[src/rtl/xy_point_to_pixel_mapper_assert.svh]
// Assertion macros for the point-to-pixel mapper.
`ifndef XY_POINT_TO_PIXEL_MAPPER_ASSERT_SVH
`define XY_POINT_TO_PIXEL_MAPPER_ASSERT_SVH

// Consequent must hold in the same cycle as the antecedent.
`define XYPPM_ASSERT_SAME(lbl, clk, rst, ante, cons, msg) \
  lbl: assert property (@(posedge clk) disable iff (rst) (ante) |-> (cons)) \
    else $error(msg);

// Consequent must hold in the cycle after the antecedent.
`define XYPPM_ASSERT_NEXT(lbl, clk, rst, ante, cons, msg) \
  lbl: assert property (@(posedge clk) disable iff (rst) (ante) |=> (cons)) \
    else $error(msg);

`endif

[src/rtl/xyppm_pkg.sv]
// Shared constants and types of the point-to-pixel mapper.
package xyppm_pkg;

  localparam int SAMPLE_BITS = 32;
  localparam int FIELD_BITS  = 32;
  localparam int SCALE_SHIFT = 7;
  localparam int QUO_W       = SCALE_SHIFT;
  localparam int NUM_W       = SAMPLE_BITS + SCALE_SHIFT;
  localparam int INDEX_W     = 8;

  localparam logic [7:0] ROW_OFFSET = 8'd32;

  localparam logic [FIELD_BITS-1:0] RESET_X_LOW  = 32'd0;
  localparam logic [FIELD_BITS-1:0] RESET_X_HIGH = 32'd128;
  localparam logic [FIELD_BITS-1:0] RESET_Y_LOW  = 32'd0;
  localparam logic [FIELD_BITS-1:0] RESET_Y_HIGH = 32'd128;

  typedef enum logic [INDEX_W-1:0] {
    REG_X_LOW  = 8'd0,
    REG_X_HIGH = 8'd1,
    REG_Y_LOW  = 8'd2,
    REG_Y_HIGH = 8'd3
  } reg_index_t;

  typedef struct packed {
    logic [FIELD_BITS-1:0] x_low;
    logic [FIELD_BITS-1:0] x_high;
    logic [FIELD_BITS-1:0] y_low;
    logic [FIELD_BITS-1:0] y_high;
  } window_t;

  typedef struct packed {
    logic [NUM_W-1:0] rem_x;
    logic [NUM_W-1:0] div_x;
    logic [NUM_W-1:0] rem_y;
    logic [NUM_W-1:0] div_y;
    logic [QUO_W-1:0] quo_x;
    logic [QUO_W-1:0] quo_y;
    logic             hit;
    logic             last;
  } lane_t;

endpackage

[src/rtl/xyppm_cell.sv]
// Division cell: one quotient bit for each axis per stage.
module xyppm_cell (
  input  logic             clk,
  input  logic             rst,
  input  logic             in_valid,
  output logic             in_ready,
  input  xyppm_pkg::lane_t in_lane,
  output logic             out_valid,
  input  logic             out_ready,
  output xyppm_pkg::lane_t out_lane
);
  localparam int NW = xyppm_pkg::NUM_W;
  localparam int QW = xyppm_pkg::QUO_W;

  logic             ge_x, ge_y;
  logic [NW-1:0]    part_x, part_y;
  xyppm_pkg::lane_t lane_next;

  assign ge_x   = in_lane.rem_x >= in_lane.div_x;
  assign ge_y   = in_lane.rem_y >= in_lane.div_y;
  assign part_x = ge_x ? (in_lane.rem_x - in_lane.div_x) : in_lane.rem_x;
  assign part_y = ge_y ? (in_lane.rem_y - in_lane.div_y) : in_lane.rem_y;

  always_comb begin
    lane_next        = in_lane;
    lane_next.rem_x  = {part_x[NW-2:0], 1'b0};
    lane_next.rem_y  = {part_y[NW-2:0], 1'b0};
    lane_next.quo_x  = {in_lane.quo_x[QW-2:0], ge_x};
    lane_next.quo_y  = {in_lane.quo_y[QW-2:0], ge_y};
  end

  assign in_ready = !out_valid || out_ready;

  always_ff @(posedge clk) begin
    if (rst) begin
      out_valid <= 1'b0;
    end else if (in_ready) begin
      out_valid <= in_valid;
    end
  end

  always_ff @(posedge clk) begin
    if (in_ready && in_valid) begin
      out_lane <= lane_next;
    end
  end
endmodule

[config.mk]
export PLATFORM = sky130hd
export DESIGN_NAME = xyppm_cell
export DESIGN_NICKNAME = d
export VERILOG_FILES = /design/src/rtl/xy_point_to_pixel_mapper_assert.svh /design/src/rtl/xyppm_pkg.sv /design/src/rtl/xyppm_cell.sv
export SDC_FILE = /design/constraint.sdc
export NUM_CORES = 1
export LEC_CHECK = 0
export BUFFER_PORTS_ARGS = -buffer_cell sky130_fd_sc_hd__buf_2
export CELL_PAD_IN_SITES_DETAIL_PLACEMENT = 1
export CELL_PAD_IN_SITES_GLOBAL_PLACEMENT = 1
export CORE_MARGIN = 2
export CORE_UTILIZATION = 42
export CTS_CLUSTER_SIZE = 40
export DETAILED_ROUTE_END_ITERATION = 16
export PLACE_DENSITY = 0.89
export SYNTH_ARGS = -nofsm -noshare
export SYNTH_HDL_FRONTEND = slang
export SYNTH_SLANG_ARGS = --single-unit
[constraint.sdc]
create_clock -name clk -period 13.3 [get_ports clk]
set_input_delay 1.33 -clock clk [delete_from_list [all_inputs] [get_ports clk]]
set_output_delay 1.33 -clock clk [all_outputs]
set_load 0.005 [all_outputs]
==> summary.md, run 1 <==
| Metric | Value |
|---|---|
| Gpl congestion | 0.8865 |
| Hold path depth | 2 |
| CP peak stage delay | 0.67 ns |
| Final WS setup | 8.916 ns |
| Worst EP arrival | 4.55 ns |
| Port Buffers | 345 |
| Simple-gate share of the synthesized area | 12.56% |
| Initial Util | 42.88% |
| Cell at the slowest stage of the critical path | nor2_4 |
| Sum Neg Setup Slack | 0 ns |
| Reg2reg path depth | 3 |
| Synth Area in XOR/XNOR | 4.611% |
| Synth warn | 0 |
| Final Hold Vio Count | 0 |
| Most frequent cell after synthesis | edfxtp_1 |
| Avg Cell Area, Syn | 10.08 um^2 |
| Most common library cells after synthesis | edfxtp_1, a21oi_1, inv_1 |
| Most used cell along the critical path | nor3_2 |
| Number of H-tree levels | 4 |
| # DRC | 0 |
| Post-DRT Antenna Nets | 0 |
| # hold bufs at CTS | 0 |
| Synth Flop Type | edfxtp_1 |
| Critical setup path kind | input pin to flip-flop |
| Post-synth cell types | 78 |
| Fmax | 0.2281 GHz |
| Clock transition at path regs | 0.07 ns |
| Synthesized instance count | 1074 |
| Mapped Area | 10830 um^2 |
| Die Width | 164.6 um |
| CTS Buffer Depth | 2 |
| Max Cap Viol | 0 |
| Startpoint Class | input pin |
| Post-synth ARST share | 0% |
| Fin nets | 1659 |
| Final Non-Filler Cells | 1757 |
| Hold Path Origin | out_valid |
| Hold crit path type | flip-flop to flip-flop |
| Crit. End Element | flip-flop |
| Crit path max fanout | 33 |
| Worst path depth | 12 |
| CTS tree | yes |
| Synth Area in Compound Gates | 20.24% |
| Total track usage | 26.09% |
| CTS buffer count | 17 |
| Root buffer cell | clkbuf_16 |
| DRT Pass-1 Iters | 5 |
| Worst reg2reg path startpoint | out_valid |
| Largest area contributor in the netlist | edfxtp_1 |
| VDD IR max | 60.70 uV |
| Largest family of logic cells by synthesized area | compound AO/OA/AOI/OAI gates |
| Die height | 164.6 um |
| Status | completed |
| Post-CTS setup buffers | 0 |
| Layout Skew | 0.01636 ns |
| Placed Cells incl. Taps | 1714 |
| Core ar. | 25250 um^2 |
| Total number of vias | 9946 |
| Worst-Skew Late Latency | 0.43 ns |
| Boundary Pins | 350 |
| Slew of the pin with the lowest slew margin | 0.9503 ns |
| Initial DRC Count | 582 |
| Setup Viol. Count Final | 0 |
| Yosys reg bits | 171 |
| First-pass GRT wire length | 54670 um |
| Top cells by area, synth | edfxtp_1, ha_1, a21oi_1, o21ai_0, inv_1 |
| Max-slew violations | 0 |
| Worst slack, placed | 8.512 ns |
| Die area | 27080 um^2 |
| Synth Area in Adders | 9.383% |
| Initial antenna violation count | 13 |
| Vias in the first global route | 10302 |
| Routed WL | 36190 um |
| Fraction of layout cells with a size suffix above 1 | 29.03% |
| Vias per inst | 5.661 |
| Final Cycle Share | 32.96% |
| Worst hold slack | 0.5253 ns |
| Clock sink count | 171 |
| CTS resizes | 0 |
| Lkg Pwr | 6.062 nW |
| Row count | 58 |
| R2R Setup Slk | 11.20 ns |
| Largest net degree at the start of global routing | 73 |
| CP required | 13.47 ns |
| Fillers | 2964 |
| Yosys top cell area share | 47.15% |
| Buf/Inv on CP | 3 |
| Worst-path cell chain | buf_2 > inv_1 > ha_1 > a21oi_1 > nand2_1 > a221oi_1 > nor3_1 > nor3_2 > nor3_2 > nor2_4 > inv_2 > mux2_2 |
| Slew margin rel. | 36.65% |
| Routed wire per std cell | 20.60 um |
| PwrDens | 118.4 nW/um^2 |
| Post-synthesis sequential area ratio | 47.33% |
| Number of synthesized flops with an enable pin | 170 |
| RSZ-0062 raised after global routing | false |
| Minimum clock period | 4.384 ns |
| Area growth from synthesis to final layout | 23.95% |
| GRT overflow | 0 |
| Post-synthesis mux area share | 0.3004% |
| Critical path's top delay family | simple AND/OR/NAND/NOR gates |
| Detailed Place HPWL | 28180 um |
| CP startpoint | in_lane[111] |
| Fin util | 53.15% |
where the power goes:
part	leakage [nW]	switching (mW)	total, mW	internal, mW
combinational	4.12	0.250	0.412	0.161
sequential	1.65	0.0113	0.665	0.653
clock	0.290	0.243	0.513	0.269
total	6.06	0.505	1.59	1.08
registers in the layout, summed over array words and instances, names as in the netlist:
signal and cells:
out_valid 1, out_lane 170
per-layer routing:
layer | track usage, % | wire length, um | vias up
li1 | - | - | 4648
met1 | 29.59 | 13930 | 4826
met2 | 46.71 | 18370 | 374
met3 | 5.173 | 2284 | 92
met4 | 13.00 | 1562 | 6
met5 | 0 | 41 | -
path summary, 6_finish.rpt:
path,endpoint
worst min-delay path,out_valid
worst max register to register,out_lane[46]
worst max-delay path,out_lane[166]
worst min register to register,out_valid
final cells by class:
class	count	area (um^2)	area share [%]
flip-flops and latches	171	5125	38.18
multi-input cells	762	5114	38.10
repair buffers	350	1764	13.14
clock buffers	17	425.4	3.170
well taps	330	412.9	3.076
inverters	101	379.1	2.825
clock inverters	15	173.9	1.296
diodes	11	27.53	0.2051
tightest hold or removal path, stage by stage, from the launching register on:
cell      delay (ns)
dfxtp_1         0.31
nand2b_1        0.10
a21oi_1         0.07
cells in the final DEF (no fill, tap or decap), types with 6 or more instances in the layout:
cell       count
buf_2        345
edfxtp_1     170
a21oi_1      100
inv_1         99
nand2_1       82
o21ai_0       78
ha_1          78
nor2_1        57
nand3_1       48
a21o_1        37
xnor2_1       32
xor2_1        25
nand4_1       18
o21a_1        17
o31ai_1       17
clkbuf_16     17
nor3_1        14
a31oi_1       13
diode_2       11
and3_1        11
nand2b_1      11
o21bai_1      10
and2_1         8
nor2b_1        7
o211ai_1       6
logic make-up after synthesis:
logic type               after synthesis
AND/OR/NAND/NOR                      280
adder cells (fa/ha/maj)               80
buffers and inverters                142
XOR/XNOR                              57
multiplexers                           3
other                                  1
flip-flops                           171
AO/OA/AOI/OAI                        340
stage by stage:
stage / power [mW] / area, um^2
floorplan: 0.9323 / 10830
global placement: 1.062 / 12790
detailed placement: 1.081 / 12790
CTS: 1.597 / 13390
global route: 1.662 / 13410
finish: 1.589 / 13420
Power figures use the tool's default switching activity.
==> run 2, diff against run 1 <==
Settings changed: CORE_UTILIZATION 42 to 39, PLACE_DENSITY 0.89 to 0.83.
Clock period 13.3 ns to 4.25 ns, I/O delays scaled along.
==> run 2 against run 1 <==
Against the previous run: sequential power rose to 3.1 times the previous value; critical endpoint is now out_lane[88]; clock-buffer cell count rose by 1; critical path type unchanged; clock skew fell by 0.0054 ns; combinational power rose to 3.1 times the previous value; die area rose by 7.5%; first-iteration DRC count fell by 5.0%; wire length barely moved.
==> summary.md, run 2 (synthesized netlist as in run 1, its figures left out) <==
| Metric | Value |
|---|---|
| Status | completed |
| Die height | 170.6 um (+3.7%) |
| DRT Pass-1 Iters | 5 (unchanged) |
| Hold path depth | 2 (unchanged) |
| Crit. End Element | flip-flop |
| Fin util | 49.78% (-3.4 points) |
| Routed WL | 36220 um (about the same) |
| Final Hold Vio Count | 0 (unchanged) |
| GRT overflow | 0 (unchanged) |
| Fin nets | 1662 (+0.18%) |
| Buf/Inv on CP | 3 (unchanged) |
| CP required | 4.49 ns (-8.98 ns) |
| Post-DRT Antenna Nets | 0 (unchanged) |
| CTS buffer count | 17 (unchanged) |
| PwrDens | 363.9 nW/um^2 (+210%) |
| Core ar. | 27100 um^2 (+7.3%) |
| First-pass GRT wire length | 54480 um (-0.35%) |
| Top flop regs | out_lane x170, out_valid x1 |
| Clock transition at path regs | 0.07 ns (about the same) |
| Die area | 29110 um^2 (+7.5%) |
| Routed wire per std cell | 20.07 um (-2.5%) |
| Detailed Place HPWL | 28360 um (+0.62%) |
| Worst-path cell chain | buf_2 > inv_1 > ha_1 > inv_1 > fa_1 > a21oi_1 > o221ai_1 > a22oi_1 > a31oi_1 > o21ai_0 > a21boi_0 > o21a_1 > o31ai_1 |
| Number of H-tree levels | 4 (unchanged) |
| Initial antenna violation count | 15 (+2) |
| CTS resizes | 0 (unchanged) |
| Reg2reg path depth | 3 (unchanged) |
| R2R Setup Slk | 2.25 ns (-8.95 ns) |
| CTS Buffer Depth | 2 (unchanged) |
| Startpoint Class | input pin |
| Critical path's top delay family | compound AO/OA/AOI/OAI gates |
| Pwr Total | 4.909 mW (+210%) |
| CTS tree | yes |
| Most used cell along the critical path | inv_1 |
| Worst-Skew Late Latency | 0.43 ns (about the same) |
| Max-slew violations | 0 (unchanged) |
| Most common cell after layout, fill and taps aside | buf_2 |
| Cell at the slowest stage of the critical path | o21ai_0 |
| Fmax | 0.3096 GHz |
| Biggest register | out_lane |
| Clock sink count | 171 (unchanged) |
| Hold crit path type | input pin to flip-flop |
| Leading cell types in the layout, fill and taps excluded | buf_2, edfxtp_1, a21oi_1 |
| Total number of vias | 9785 (-1.6%) |
| Crit path max fanout | 3 (-91%) |
| Final Cycle Share | 76.01% |
| VDD IR max | 264.6 uV (+340%) |
| Largest net degree at the start of global routing | 76 (+4.1%) |
| Initial Util | 39.95% (-2.9 points) |
| Worst EP arrival | 3.47 ns (-1.08 ns) |
| Gpl congestion | 0.8907 (+0.47%) |
| Critical setup path kind | input pin to flip-flop |
| Hold Path Origin | rst |
| Vias in the first global route | 10276 (-0.25%) |
| Port Buffers | 345 (unchanged) |
| Root buffer cell | clkbuf_16 |
| Slew margin rel. | 29.93% (-6.7 points) |
| Post-CTS setup buffers | 0 (unchanged) |
| Area growth from synthesis to final layout | 24.60% |
| Setup Viol. Count Final | 0 (unchanged) |
| Sum Neg Setup Slack | 0 ns (unchanged) |
| Lkg Pwr | 6.062 nW (about the same) |
| Initial DRC Count | 553 (-5.0%) |
| Area after DPL | 12890 um^2 (+0.78%) |
| Die Width | 170.6 um (+3.7%) |
| # DRC | 0 (unchanged) |
| Boundary Pins | 350 (unchanged) |
| Hold EP | out_valid |
| Minimum clock period | 3.230 ns |
| Slew of the pin with the lowest slew margin | 1.051 ns (+0.1007 ns) |
| Row count | 60 (+3.4%) |
| Worst reg2reg path startpoint | out_valid |
| Worst r2r dst | out_lane[40] |
| Layout Skew | 0.01095 ns (-0.005415 ns) |
| # hold bufs at CTS | 0 (unchanged) |
| Design area | 13490 um^2 (+0.52%) |
| CP peak stage delay | 0.46 ns (-0.21 ns) |
| Max Cap Viol | 0 (unchanged) |
| Total track usage | 24.13% (-2.0 points) |
| RSZ-0062 raised after global routing | false |
| Vias per inst | 5.424 (-4.2%) |
| Max reg flops | 170 (unchanged) |
| Fraction of layout cells with a size suffix above 1 | 29.11% (+0.080 points) |
==> run 2: worst reg2reg max path, delay by kind of cell, from the launching register on <==
kind,cells,cell delay (ns)
buffers and inverters,1,0.38
flip-flops,1,0.31
AND/OR/NAND/NOR,2,0.93
==> run 2: stage by stage <==
step                hold slack [ns]  std cells  setup slack [ns]
global placement             0.4964       1759            0.7086
finish                       0.1533       1804             1.020
floorplan                    0.4941       1075             1.130
global route                 0.1501       1801            0.6575
CTS                          0.1322       1791             1.028
detailed placement           0.5252       1759            0.5103
==> run 2: final cells by class <==
| type | count | area [um^2] |
|---|---|---|
| Timing Repair Buffer | 353 | 1812 |
| Multi-Input combinational cell | 762 | 5114 |
| Clock inverter | 14 | 135.1 |
| Clock buffer | 18 | 429.2 |
| Inverter | 101 | 379.1 |
| Tap cell | 372 | 465.4 |
| Sequential cell | 171 | 5125 |
| Fill cell | 3180 | 13610 |
| Antenna cell | 13 | 32.53 |
==> run 2: worst max-delay path by stage <==
stage,start,end,slack [ns],depth (start not counted)
after global placement,in_lane[55],out_lane[88],0.71,13
after CTS,in_lane[55],out_lane[88],1.03,13
after floorplan,out_ready,out_lane[0],1.13,2
after detailed placement,in_lane[55],out_lane[88],0.51,13
after global routing,in_lane[55],out_lane[88],0.66,13
final,in_lane[55],out_lane[88],1.02,13
==> run 2: power by group <==
| part | switching (mW) | internal [mW] | leakage [nW] |
|---|---|---|---|
| Clock | 0.760 | 0.776 | 0.267 |
| Sequential | 0.0371 | 2.04 | 1.65 |
| Combinational | 0.780 | 0.512 | 4.14 |
| Total | 1.58 | 3.33 | 6.06 |
==> run 2: per-layer routing <==
| metal | global-route usage, % | wire, um |
|---|---|---|
| met4 | 11.52 | 1572 |
| met3 | 5.158 | 2289 |
| met1 | 26.93 | 13960 |
| met5 | 0 | 13 |
| met2 | 43.65 | 18380 |
