--- config.mk ---
export PLATFORM = sky130hd
export DESIGN_NAME = xyppm_front_flat
export DESIGN_NICKNAME = d
export VERILOG_FILES = /design/src/rtl/xy_point_to_pixel_mapper_assert.svh /design/src/rtl/xyppm_pkg.sv /design/src/rtl/xyppm_point_if.sv /design/src/rtl/xyppm_front.sv /design/src/flat_wrapper.sv
export SDC_FILE = /design/constraint.sdc
export NUM_CORES = 1
export LEC_CHECK = 0
export BUFFER_PORTS_ARGS = -buffer_cell sky130_fd_sc_hd__buf_2
export CAP_MARGIN = 10
export CELL_PAD_IN_SITES_DETAIL_PLACEMENT = 0
export CELL_PAD_IN_SITES_GLOBAL_PLACEMENT = 1
export CORE_MARGIN = 5
export CORE_UTILIZATION = 46
export CTS_BUF_LIST = sky130_fd_sc_hd__clkbuf_4 sky130_fd_sc_hd__clkbuf_8
export DETAILED_ROUTE_END_ITERATION = 12
export PLACE_DENSITY = 0.95
export SLEW_MARGIN = 20
export SYNTH_ARGS = -nofsm -noshare
export SYNTH_HDL_FRONTEND = slang
export SYNTH_SLANG_ARGS = --single-unit
--- constraint.sdc ---
create_clock -name clk -period 8.8 [get_ports clk]
set_input_delay 1.32 -clock clk [delete_from_list [all_inputs] [get_ports clk]]
set_output_delay 1.32 -clock clk [all_outputs]
set_load 0.01 [all_outputs]
--- src/rtl/xy_point_to_pixel_mapper_assert.svh ---
// Assertion macros for the point-to-pixel mapper.
`ifndef XY_POINT_TO_PIXEL_MAPPER_ASSERT_SVH
`define XY_POINT_TO_PIXEL_MAPPER_ASSERT_SVH

// Consequent must hold in the same cycle as the antecedent.
`define XYPPM_ASSERT_SAME(lbl, clk, rst, ante, cons, msg) \
  lbl: assert property (@(posedge clk) disable iff (rst) (ante) |-> (cons)) \
    else $error(msg);

// Consequent must hold in the cycle after the antecedent.
`define XYPPM_ASSERT_NEXT(lbl, clk, rst, ante, cons, msg) \
  lbl: assert property (@(posedge clk) disable iff (rst) (ante) |=> (cons)) \
    else $error(msg);

`endif

--- src/rtl/xyppm_pkg.sv ---
// Shared constants and types of the point-to-pixel mapper.
package xyppm_pkg;

  localparam int SAMPLE_BITS = 32;
  localparam int FIELD_BITS  = 32;
  localparam int SCALE_SHIFT = 7;
  localparam int QUO_W       = SCALE_SHIFT;
  localparam int NUM_W       = SAMPLE_BITS + SCALE_SHIFT;
  localparam int INDEX_W     = 8;

  localparam logic [7:0] ROW_OFFSET = 8'd32;

  localparam logic [FIELD_BITS-1:0] RESET_X_LOW  = 32'd0;
  localparam logic [FIELD_BITS-1:0] RESET_X_HIGH = 32'd128;
  localparam logic [FIELD_BITS-1:0] RESET_Y_LOW  = 32'd0;
  localparam logic [FIELD_BITS-1:0] RESET_Y_HIGH = 32'd128;

  typedef enum logic [INDEX_W-1:0] {
    REG_X_LOW  = 8'd0,
    REG_X_HIGH = 8'd1,
    REG_Y_LOW  = 8'd2,
    REG_Y_HIGH = 8'd3
  } reg_index_t;

  typedef struct packed {
    logic [FIELD_BITS-1:0] x_low;
    logic [FIELD_BITS-1:0] x_high;
    logic [FIELD_BITS-1:0] y_low;
    logic [FIELD_BITS-1:0] y_high;
  } window_t;

  typedef struct packed {
    logic [NUM_W-1:0] rem_x;
    logic [NUM_W-1:0] div_x;
    logic [NUM_W-1:0] rem_y;
    logic [NUM_W-1:0] div_y;
    logic [QUO_W-1:0] quo_x;
    logic [QUO_W-1:0] quo_y;
    logic             hit;
    logic             last;
  } lane_t;

endpackage

--- src/rtl/xyppm_point_if.sv ---
// Input channel carrying one data point per transfer.
interface xyppm_point_if;
  logic                                 valid;
  logic                                 ready;
  logic signed [xyppm_pkg::FIELD_BITS-1:0] point_x;
  logic signed [xyppm_pkg::FIELD_BITS-1:0] point_y;
  logic                                 last_point;

  modport source (output valid, output point_x, output point_y, output last_point,
                  input ready);
  modport sink (input valid, input point_x, input point_y, input last_point,
                output ready);
endinterface

--- src/rtl/xyppm_front.sv ---
// Front stage: window test, offsets and scaled numerators.
module xyppm_front (
  input  logic               clk,
  input  logic               rst,
  xyppm_point_if.sink        point,
  input  xyppm_pkg::window_t window,
  output logic               out_valid,
  input  logic               out_ready,
  output xyppm_pkg::lane_t   out_lane
);
  localparam int SB = xyppm_pkg::SAMPLE_BITS;
  localparam int NW = xyppm_pkg::NUM_W;

  logic signed [SB:0] px, py, xl, xh, yl, yh;
  logic signed [SB:0] dx, dy, wx, wy;
  logic [NW-1:0]      dxe, dye;
  xyppm_pkg::lane_t   lane_next;

  assign px = {point.point_x[SB-1], point.point_x[SB-1:0]};
  assign py = {point.point_y[SB-1], point.point_y[SB-1:0]};
  assign xl = {window.x_low[SB-1], window.x_low[SB-1:0]};
  assign xh = {window.x_high[SB-1], window.x_high[SB-1:0]};
  assign yl = {window.y_low[SB-1], window.y_low[SB-1:0]};
  assign yh = {window.y_high[SB-1], window.y_high[SB-1:0]};

  assign dx = px - xl;
  assign wx = xh - xl;
  assign dy = yh - py;
  assign wy = yh - yl;

  assign dxe = {{(NW-SB){1'b0}}, dx[SB-1:0]};
  assign dye = {{(NW-SB){1'b0}}, dy[SB-1:0]};

  always_comb begin
    lane_next.hit    = (px >= xl) && (px < xh) && (py >= yl) && (py < yh);
    lane_next.last   = point.last_point;
    lane_next.rem_x  = (dxe << xyppm_pkg::SCALE_SHIFT) - dxe;
    lane_next.rem_y  = (dye << xyppm_pkg::SCALE_SHIFT) - dye;
    lane_next.div_x  = {1'b0, wx[SB-1:0], {(xyppm_pkg::QUO_W-1){1'b0}}};
    lane_next.div_y  = {1'b0, wy[SB-1:0], {(xyppm_pkg::QUO_W-1){1'b0}}};
    lane_next.quo_x  = '0;
    lane_next.quo_y  = '0;
  end

  assign point.ready = !out_valid || out_ready;

  always_ff @(posedge clk) begin
    if (rst) begin
      out_valid <= 1'b0;
    end else if (point.ready) begin
      out_valid <= point.valid;
    end
  end

  always_ff @(posedge clk) begin
    if (point.ready && point.valid) begin
      out_lane <= lane_next;
    end
  end
endmodule

--- src/flat_wrapper.sv ---
// flat-port wrapper written by rule: the top's interface ports become plain ports
module xyppm_front_flat 
  (clk, rst, window, out_valid, out_ready, out_lane, point_valid, point_point_x, point_point_y, point_last_point, point_ready);
  xyppm_point_if point_i ();
  input  logic clk;
  input  logic rst;
  input  xyppm_pkg::window_t window;
  output logic out_valid;
  input  logic out_ready;
  output xyppm_pkg::lane_t out_lane;
  input wire logic [$bits(point_i.valid)-1:0] point_valid;
  input wire logic [$bits(point_i.point_x)-1:0] point_point_x;
  input wire logic [$bits(point_i.point_y)-1:0] point_point_y;
  input wire logic [$bits(point_i.last_point)-1:0] point_last_point;
  output wire logic [$bits(point_i.ready)-1:0] point_ready;
  assign point_i.valid = point_valid;
  assign point_i.point_x = point_point_x;
  assign point_i.point_y = point_point_y;
  assign point_i.last_point = point_last_point;
  assign point_ready = point_i.ready;
  xyppm_front u_core (.clk(clk), .rst(rst), .point(point_i), .window(window), .out_valid(out_valid), .out_ready(out_ready), .out_lane(out_lane));
endmodule
==> qor.txt, run 1 <==
Outcome: completed
Fmax: 0.154 GHz
Setup TNS: 0 ps
Netlist cell types: 96
Starting density of the core: 46.4%
Largest net degree at the start of global routing: 77
Worst hold path class: reg2reg
Placed Cells: 2,664
Pre-antenna DRT Iters: 5
Clock Path Buffers: 2
Vias in the first global route: 14,631
Tot GR Track Use: 22.2%
Actual slew at the worst max-slew pin: 1050 ps
Final min period: 6500 ps
Number of port buffers: 342
Post-Synth XOR/XNOR Area: 9.58%
Clock root cell: clkbuf_8
PostCTS Resize Cnt: 0
Fin. Hold Viols: 0
First-pass GRT wire length: 71.5 mm
Core box area: 35,400 um^2
Largest family of logic cells by synthesized area: compound AO/OA/AOI/OAI gates
Worst EP arrival: 6750 ps
Die X: 199 um
Critical-path maximum fanout: 5
Post-Syn Instances: 1,885
Layout area overhead: 14.9%
Most used DFF post-synth: edfxtp_1
Leakage dissipation: 9.26 nW
GRT overflow: 0
Final Non-Filler Cells: 2,696
RSZ-0062 raised after global routing: false
Clock Skew: 12.8 ps
Drt total wl: 46.0 mm
Peak supply drop: 123 uV
GPL Wtd Cong: 0.954
Fin. max-slew vios: 0
Initial DRC count: 896
Htree depth: 4
Required time worst endpoint: 9050 ps
Flops & latches, synth: 145
Num CTS Buffers: 17
CP endpoint kind: register
PwrDens: 189 nW/um^2
Antenna violations before repair: 0
Period utilization: 73.8%
Worst setup margin: 2300 ps
Die height: 199 um
EDFF count, synth: 144
Clock Pin Slew Worst Setup and Hold Paths: 90 ps
Max_slew headroom: 29.9%
Simple-gate share of the synthesized area: 14.6%
CTS sink count: 145
Remaining DRCs: 0
DR vias: 14,923
DP HPWL: 38.6 mm
Remaining antenna violation count: 0
WL per Instance: 17.1 um
Share of cells above drive strength 1: 18.8%
Async SR Flop Fraction: 0%
Mapped cell area: 16,400 um^2
Layout Nets: 2,664
Adder-Cell Fraction of Synth Area: 18.8%
DIE AREA: 39,600 um^2
Num rows: 69
Setup bufs post-CTS: 0
# Max-Cap Violations: 0
Clock Latency Late Sink: 500 ps
Mux cell area share after synthesis: 0.122%
Seq/Total Area, Yosys: 26.4%
Crit start category: input pin
Ports: 371
Post-synthesis compound-gate area fraction: 23.1%
N_diodes: 0
CTS Hold Bufs: 0
CTS tree: done
Via density: 5.54
Crit Path Category: in2reg
Setup Viol. Count Final: 0
Yosys warns: 0
Pre-CTS WS: 1870 ps
Syn avg cell area: 8.72 um^2
-- logic make-up (layout without fill, tap and decap cells) --
logic type               after synthesis  in the layout
AND/OR/NAND/NOR                      476            476
XOR/XNOR                             175            175
AO/OA/AOI/OAI                        552            552
buffers and inverters                289            612
other                                  1             28
multiplexers                           2              2
adder cells (fa/ha/maj)              245            245
flip-flops                           145            145
-- worst paths after layout --
path                         start  slack, ps  cells past startpoint                   end
setup / recovery         window[0]       2300                     25   u_core.out_lane[90]
hold / removal    u_core.out_valid        520                      2      u_core.out_valid
setup reg to reg  u_core.out_valid       6240                      3  u_core.out_lane[137]
hold reg to reg   u_core.out_valid        520                      2      u_core.out_valid
-- cell usage in the layout, fill, tap and decap left out, types with 93 or more instances in the layout --
master	n
nor2_1	127
a21o_1	93
inv_1	237
xnor2_1	118
edfxtp_1	144
buf_2	342
o21ai_0	97
a21oi_1	158
nand2_1	93
ha_1	241
-- final cells by class --
class                      instances  area [um^2]
inverter                         237          890
multi-input combinational       1478        11000
clock buffer                      17          234
fill                            3333        16500
tap                              461          577
sequential                       145         4340
clock inverter                    15          128
timing repair buffer             343         1720
-- through the flow --
step / instance area [um^2] / power (mW) / util (%) / hold slack [ps]
finish: 18900 / 3.57 / 53.4 / 520
global route: 18900 / 3.84 / 53.4 / 575
CTS: 18900 / 3.59 / 53.4 / 528
detailed placement: 18500 / 3.06 / 52.3 / 515
global placement: 18500 / 3.02 / 52.3 / 497
floorplan: 16500 / 2.47 / - / 593
-- registers in the layout (all words and copies together) (netlist names) --
name,flops
u_core.out_lane,144
u_core.out_valid,1
-- per-layer routing --
metal	vias up	share of wire [%]	global-route usage (%)
met3	83	7.1	5.61
li1	7454	-	-
met5	-	0	0
met2	464	49	39.3
met1	6922	42	26.5
met4	0	2.5	6.94
-- power by group --
group | switching [mW] | leakage, nW | internal (mW)
Combinational | 1.18 | 7.69 | 0.810
Sequential | 0.0509 | 1.40 | 1.02
Clock | 0.315 | 0.173 | 0.202
Total | 1.54 | 9.26 | 2.03
-- synth_stat cells (38+ instances only) --
library cell / instances / area, um^2
a21o_1: 93 / 698
a21oi_1: 158 / 791
edfxtp_1: 144 / 4320
ha_1: 241 / 3020
inv_1: 237 / 890
nand2_1: 93 / 349
nand3_1: 38 / 190
nand4_1: 38 / 238
nor2_1: 127 / 477
o21ai_0: 97 / 485
xnor2_1: 118 / 1030
xor2_1: 54 / 473
-- worst max-delay path, cell delays in order --
cell      delay (ps)
buf_2            100
inv_1             70
ha_1             190
inv_1             60
fa_1             400
a21o_1           200
and4_1           230
o21ai_0          380
nand2b_1         110
a21o_1           200
xor2_1           270
inv_1             90
ha_1             370
o21a_1           200
o21a_1           170
o211ai_1         160
a21oi_1           60
a21boi_1         320
a41oi_1          170
a31oi_1          300
o31ai_2          150
a211oi_4         300
a211oi_2         160
o2111a_1         250
or4_1            490
Note: power is estimated with default switching activity, not from simulation.
==> run 2, diff against run 1 <==
- CORE_UTILIZATION: 46 -> 38
- PLACE_DENSITY: 0.95 -> 0.88
- clock period: 8.8 -> 5.97 ns (I/O delays scaled with it)
==> run 2 against run 1 <==
Against the previous run:
- global-route usage down 2.6 points
- sequential share of layout area down 0.68 points
- first-iteration DRC count down 3.8%
- total power up 55%
- cell count up 6.3%
- worst setup slack worse by 1900 ps
- routed wire length up 5.5%
- combinational power up 54%
- sequential power up 50%
- core utilization down 8.0 points
- highest routed layer unchanged
==> qor.txt, run 2 (synthesized netlist as in run 1, its figures left out) <==
Vias in the first global route: 15,054
Fin. Hold Viols: 0
WL per Instance: 16.9 um
Ports: 371
CP endpoint kind: register
Met1 WL: 20.5 mm
Layout Nets: 2,710
Drt total wl: 48.5 mm
DIE AREA: 47,500 um^2
Die X: 218 um
Worst hold path class: in2reg
Clock Latency Late Sink: 560 ps
Combinational power share: 55.3%
Setup Viol. Count Final: 0
Routed length on met3: 3.05 mm
Period utilization: 93.3%
Crit start category: input pin
Via density: 5.23
Outcome: completed
Tot GR Track Use: 19.7%
Number of port buffers: 342
Htree depth: 4
RSZ-0062 raised after global routing: false
Clock Pin Slew Worst Setup and Hold Paths: 80 ps
First-pass GRT wire length: 75.1 mm
Clock root cell: clkbuf_8
Required time worst endpoint: 6240 ps
Slowest cell on crit path: or4_1
Die height: 218 um
Max_slew headroom: 49.2%
Most used cell, CP: inv_1
Pre-antenna DRT Iters: 5
Final Core Density: 45.4%
DR vias: 14,998
Core box area: 42,900 um^2
PwrDens: 284 nW/um^2
Critical-path maximum fanout: 5
Share of cells above drive strength 1: 20.5%
Fillers: 4,327
CTS sink count: 145
GRT overflow: 0
CTS Hold Bufs: 0
Num rows: 76
Biggest regs: u_core.out_lane: 144 flops, u_core.out_valid: 1 flops
Remaining antenna violation count: 0
Initial DRC count: 862
Clock share of power: 15.6%
Fmax: 0.179 GHz
GPL Wtd Cong: 0.916
Switching power: 2.33 mW
Setup bufs post-CTS: 0
Crit Path Category: in2reg
N_diodes: 0
Internal cell power: 3.20 mW
Routed met2 length: 23.5 mm
Final Non-Filler Cells: 2,866
Peak supply drop: 195 uV
Largest register FFs: 144
CP peak stage delay: 490 ps
Num CTS Buffers: 17
Reg power frac: 29.1%
Power Total: 5.53 mW
Worst EP arrival: 5840 ps
CTS tree: done
DP HPWL: 40.6 mm
Layout area overhead: 18.4%
Antenna violations before repair: 0
Most frequent cells in the layout: buf_2 (342), ha_1 (241), inv_1 (237)
Actual slew at the worst max-slew pin: 755 ps
Final min period: 5570 ps
Sw frac: 42.2%
Leakage dissipation: 9.51 nW
# Max-Cap Violations: 0
Clock Skew: 17.0 ps
Remaining DRCs: 0
Commonest non-fill, non-tap cell in the layout: buf_2
Largest net degree at the start of global routing: 73
Highest metal used: met4
Placed Cells: 2,833
Largest Register: u_core.out_lane
Starting density of the core: 38.3%
Fin. max-slew vios: 0
Clock Path Buffers: 2
-- run 2: layout make-up --
cell class	count	area, um^2	area share, %
well taps	585	732	3.76
clock buffers	18	241	1.24
flip-flops and latches	145	4340	22.3
multi-input cells	1478	11000	56.6
inverters	237	890	4.57
clock inverters	14	164	0.842
repair buffers	389	2080	10.7
-- run 2: worst paths after layout --
| kind | startpoint | end | slack, ps | cells past startpoint |
|---|---|---|---|---|
| worst max-delay path | window[0] | u_core.out_lane[90] | 400 | 25 |
| worst min-delay path | rst | u_core.out_valid | 490 | 2 |
| worst max register to register | u_core.out_valid | u_core.out_lane[137] | 3820 | 4 |
| worst min register to register | u_core.out_valid | u_core.out_valid | 520 | 2 |
-- run 2: worst max-delay path, delay by kind of cell --
family                     cells  cell delay (ps)
xor gates and xnor gates       1              220
AOI/OAI and AO/OA             14             2720
and+or+nand+nor                3              820
adders and majority gates      3              880
buffers and inverters          4              290
-- run 2: layer usage --
layer / vias to the layer above / global-route usage, %
li1: 7539 / -
met1: 6990 / 23.2
met2: 403 / 34.4
met3: 66 / 5.37
met4: 0 / 6.95
met5: - / 0
-- run 2: power by group through the flow --
stage,clock network (mW),registers (mW),logic [mW]
floorplan,0,1.72,1.92
global placement,0,1.64,2.99
detailed placement,0,1.64,3.02
CTS,0.898,1.62,3.04
global route,0.937,1.63,3.37
finish,0.861,1.61,3.06
-- run 2: what timing repair did --
item | 4_1_cts | 5_1_grt
gates resized for setup | 0 | 2
hold endpoints to repair | 0 | 0
endpoints found under the setup margin | 0 | 1
-- run 2: metrics by stage --
step                worst slack [ps]  setup TNS [ps]  hold WS [ps]  instance area (um^2)
floorplan                        189               0           593                 16500
global placement                57.5               0           494                 19000
detailed placement              -105            -105           507                 19000
CTS                              471               0           436                 19400
global route                    12.0               0           459                 19500
finish                           397               0           493                 19500
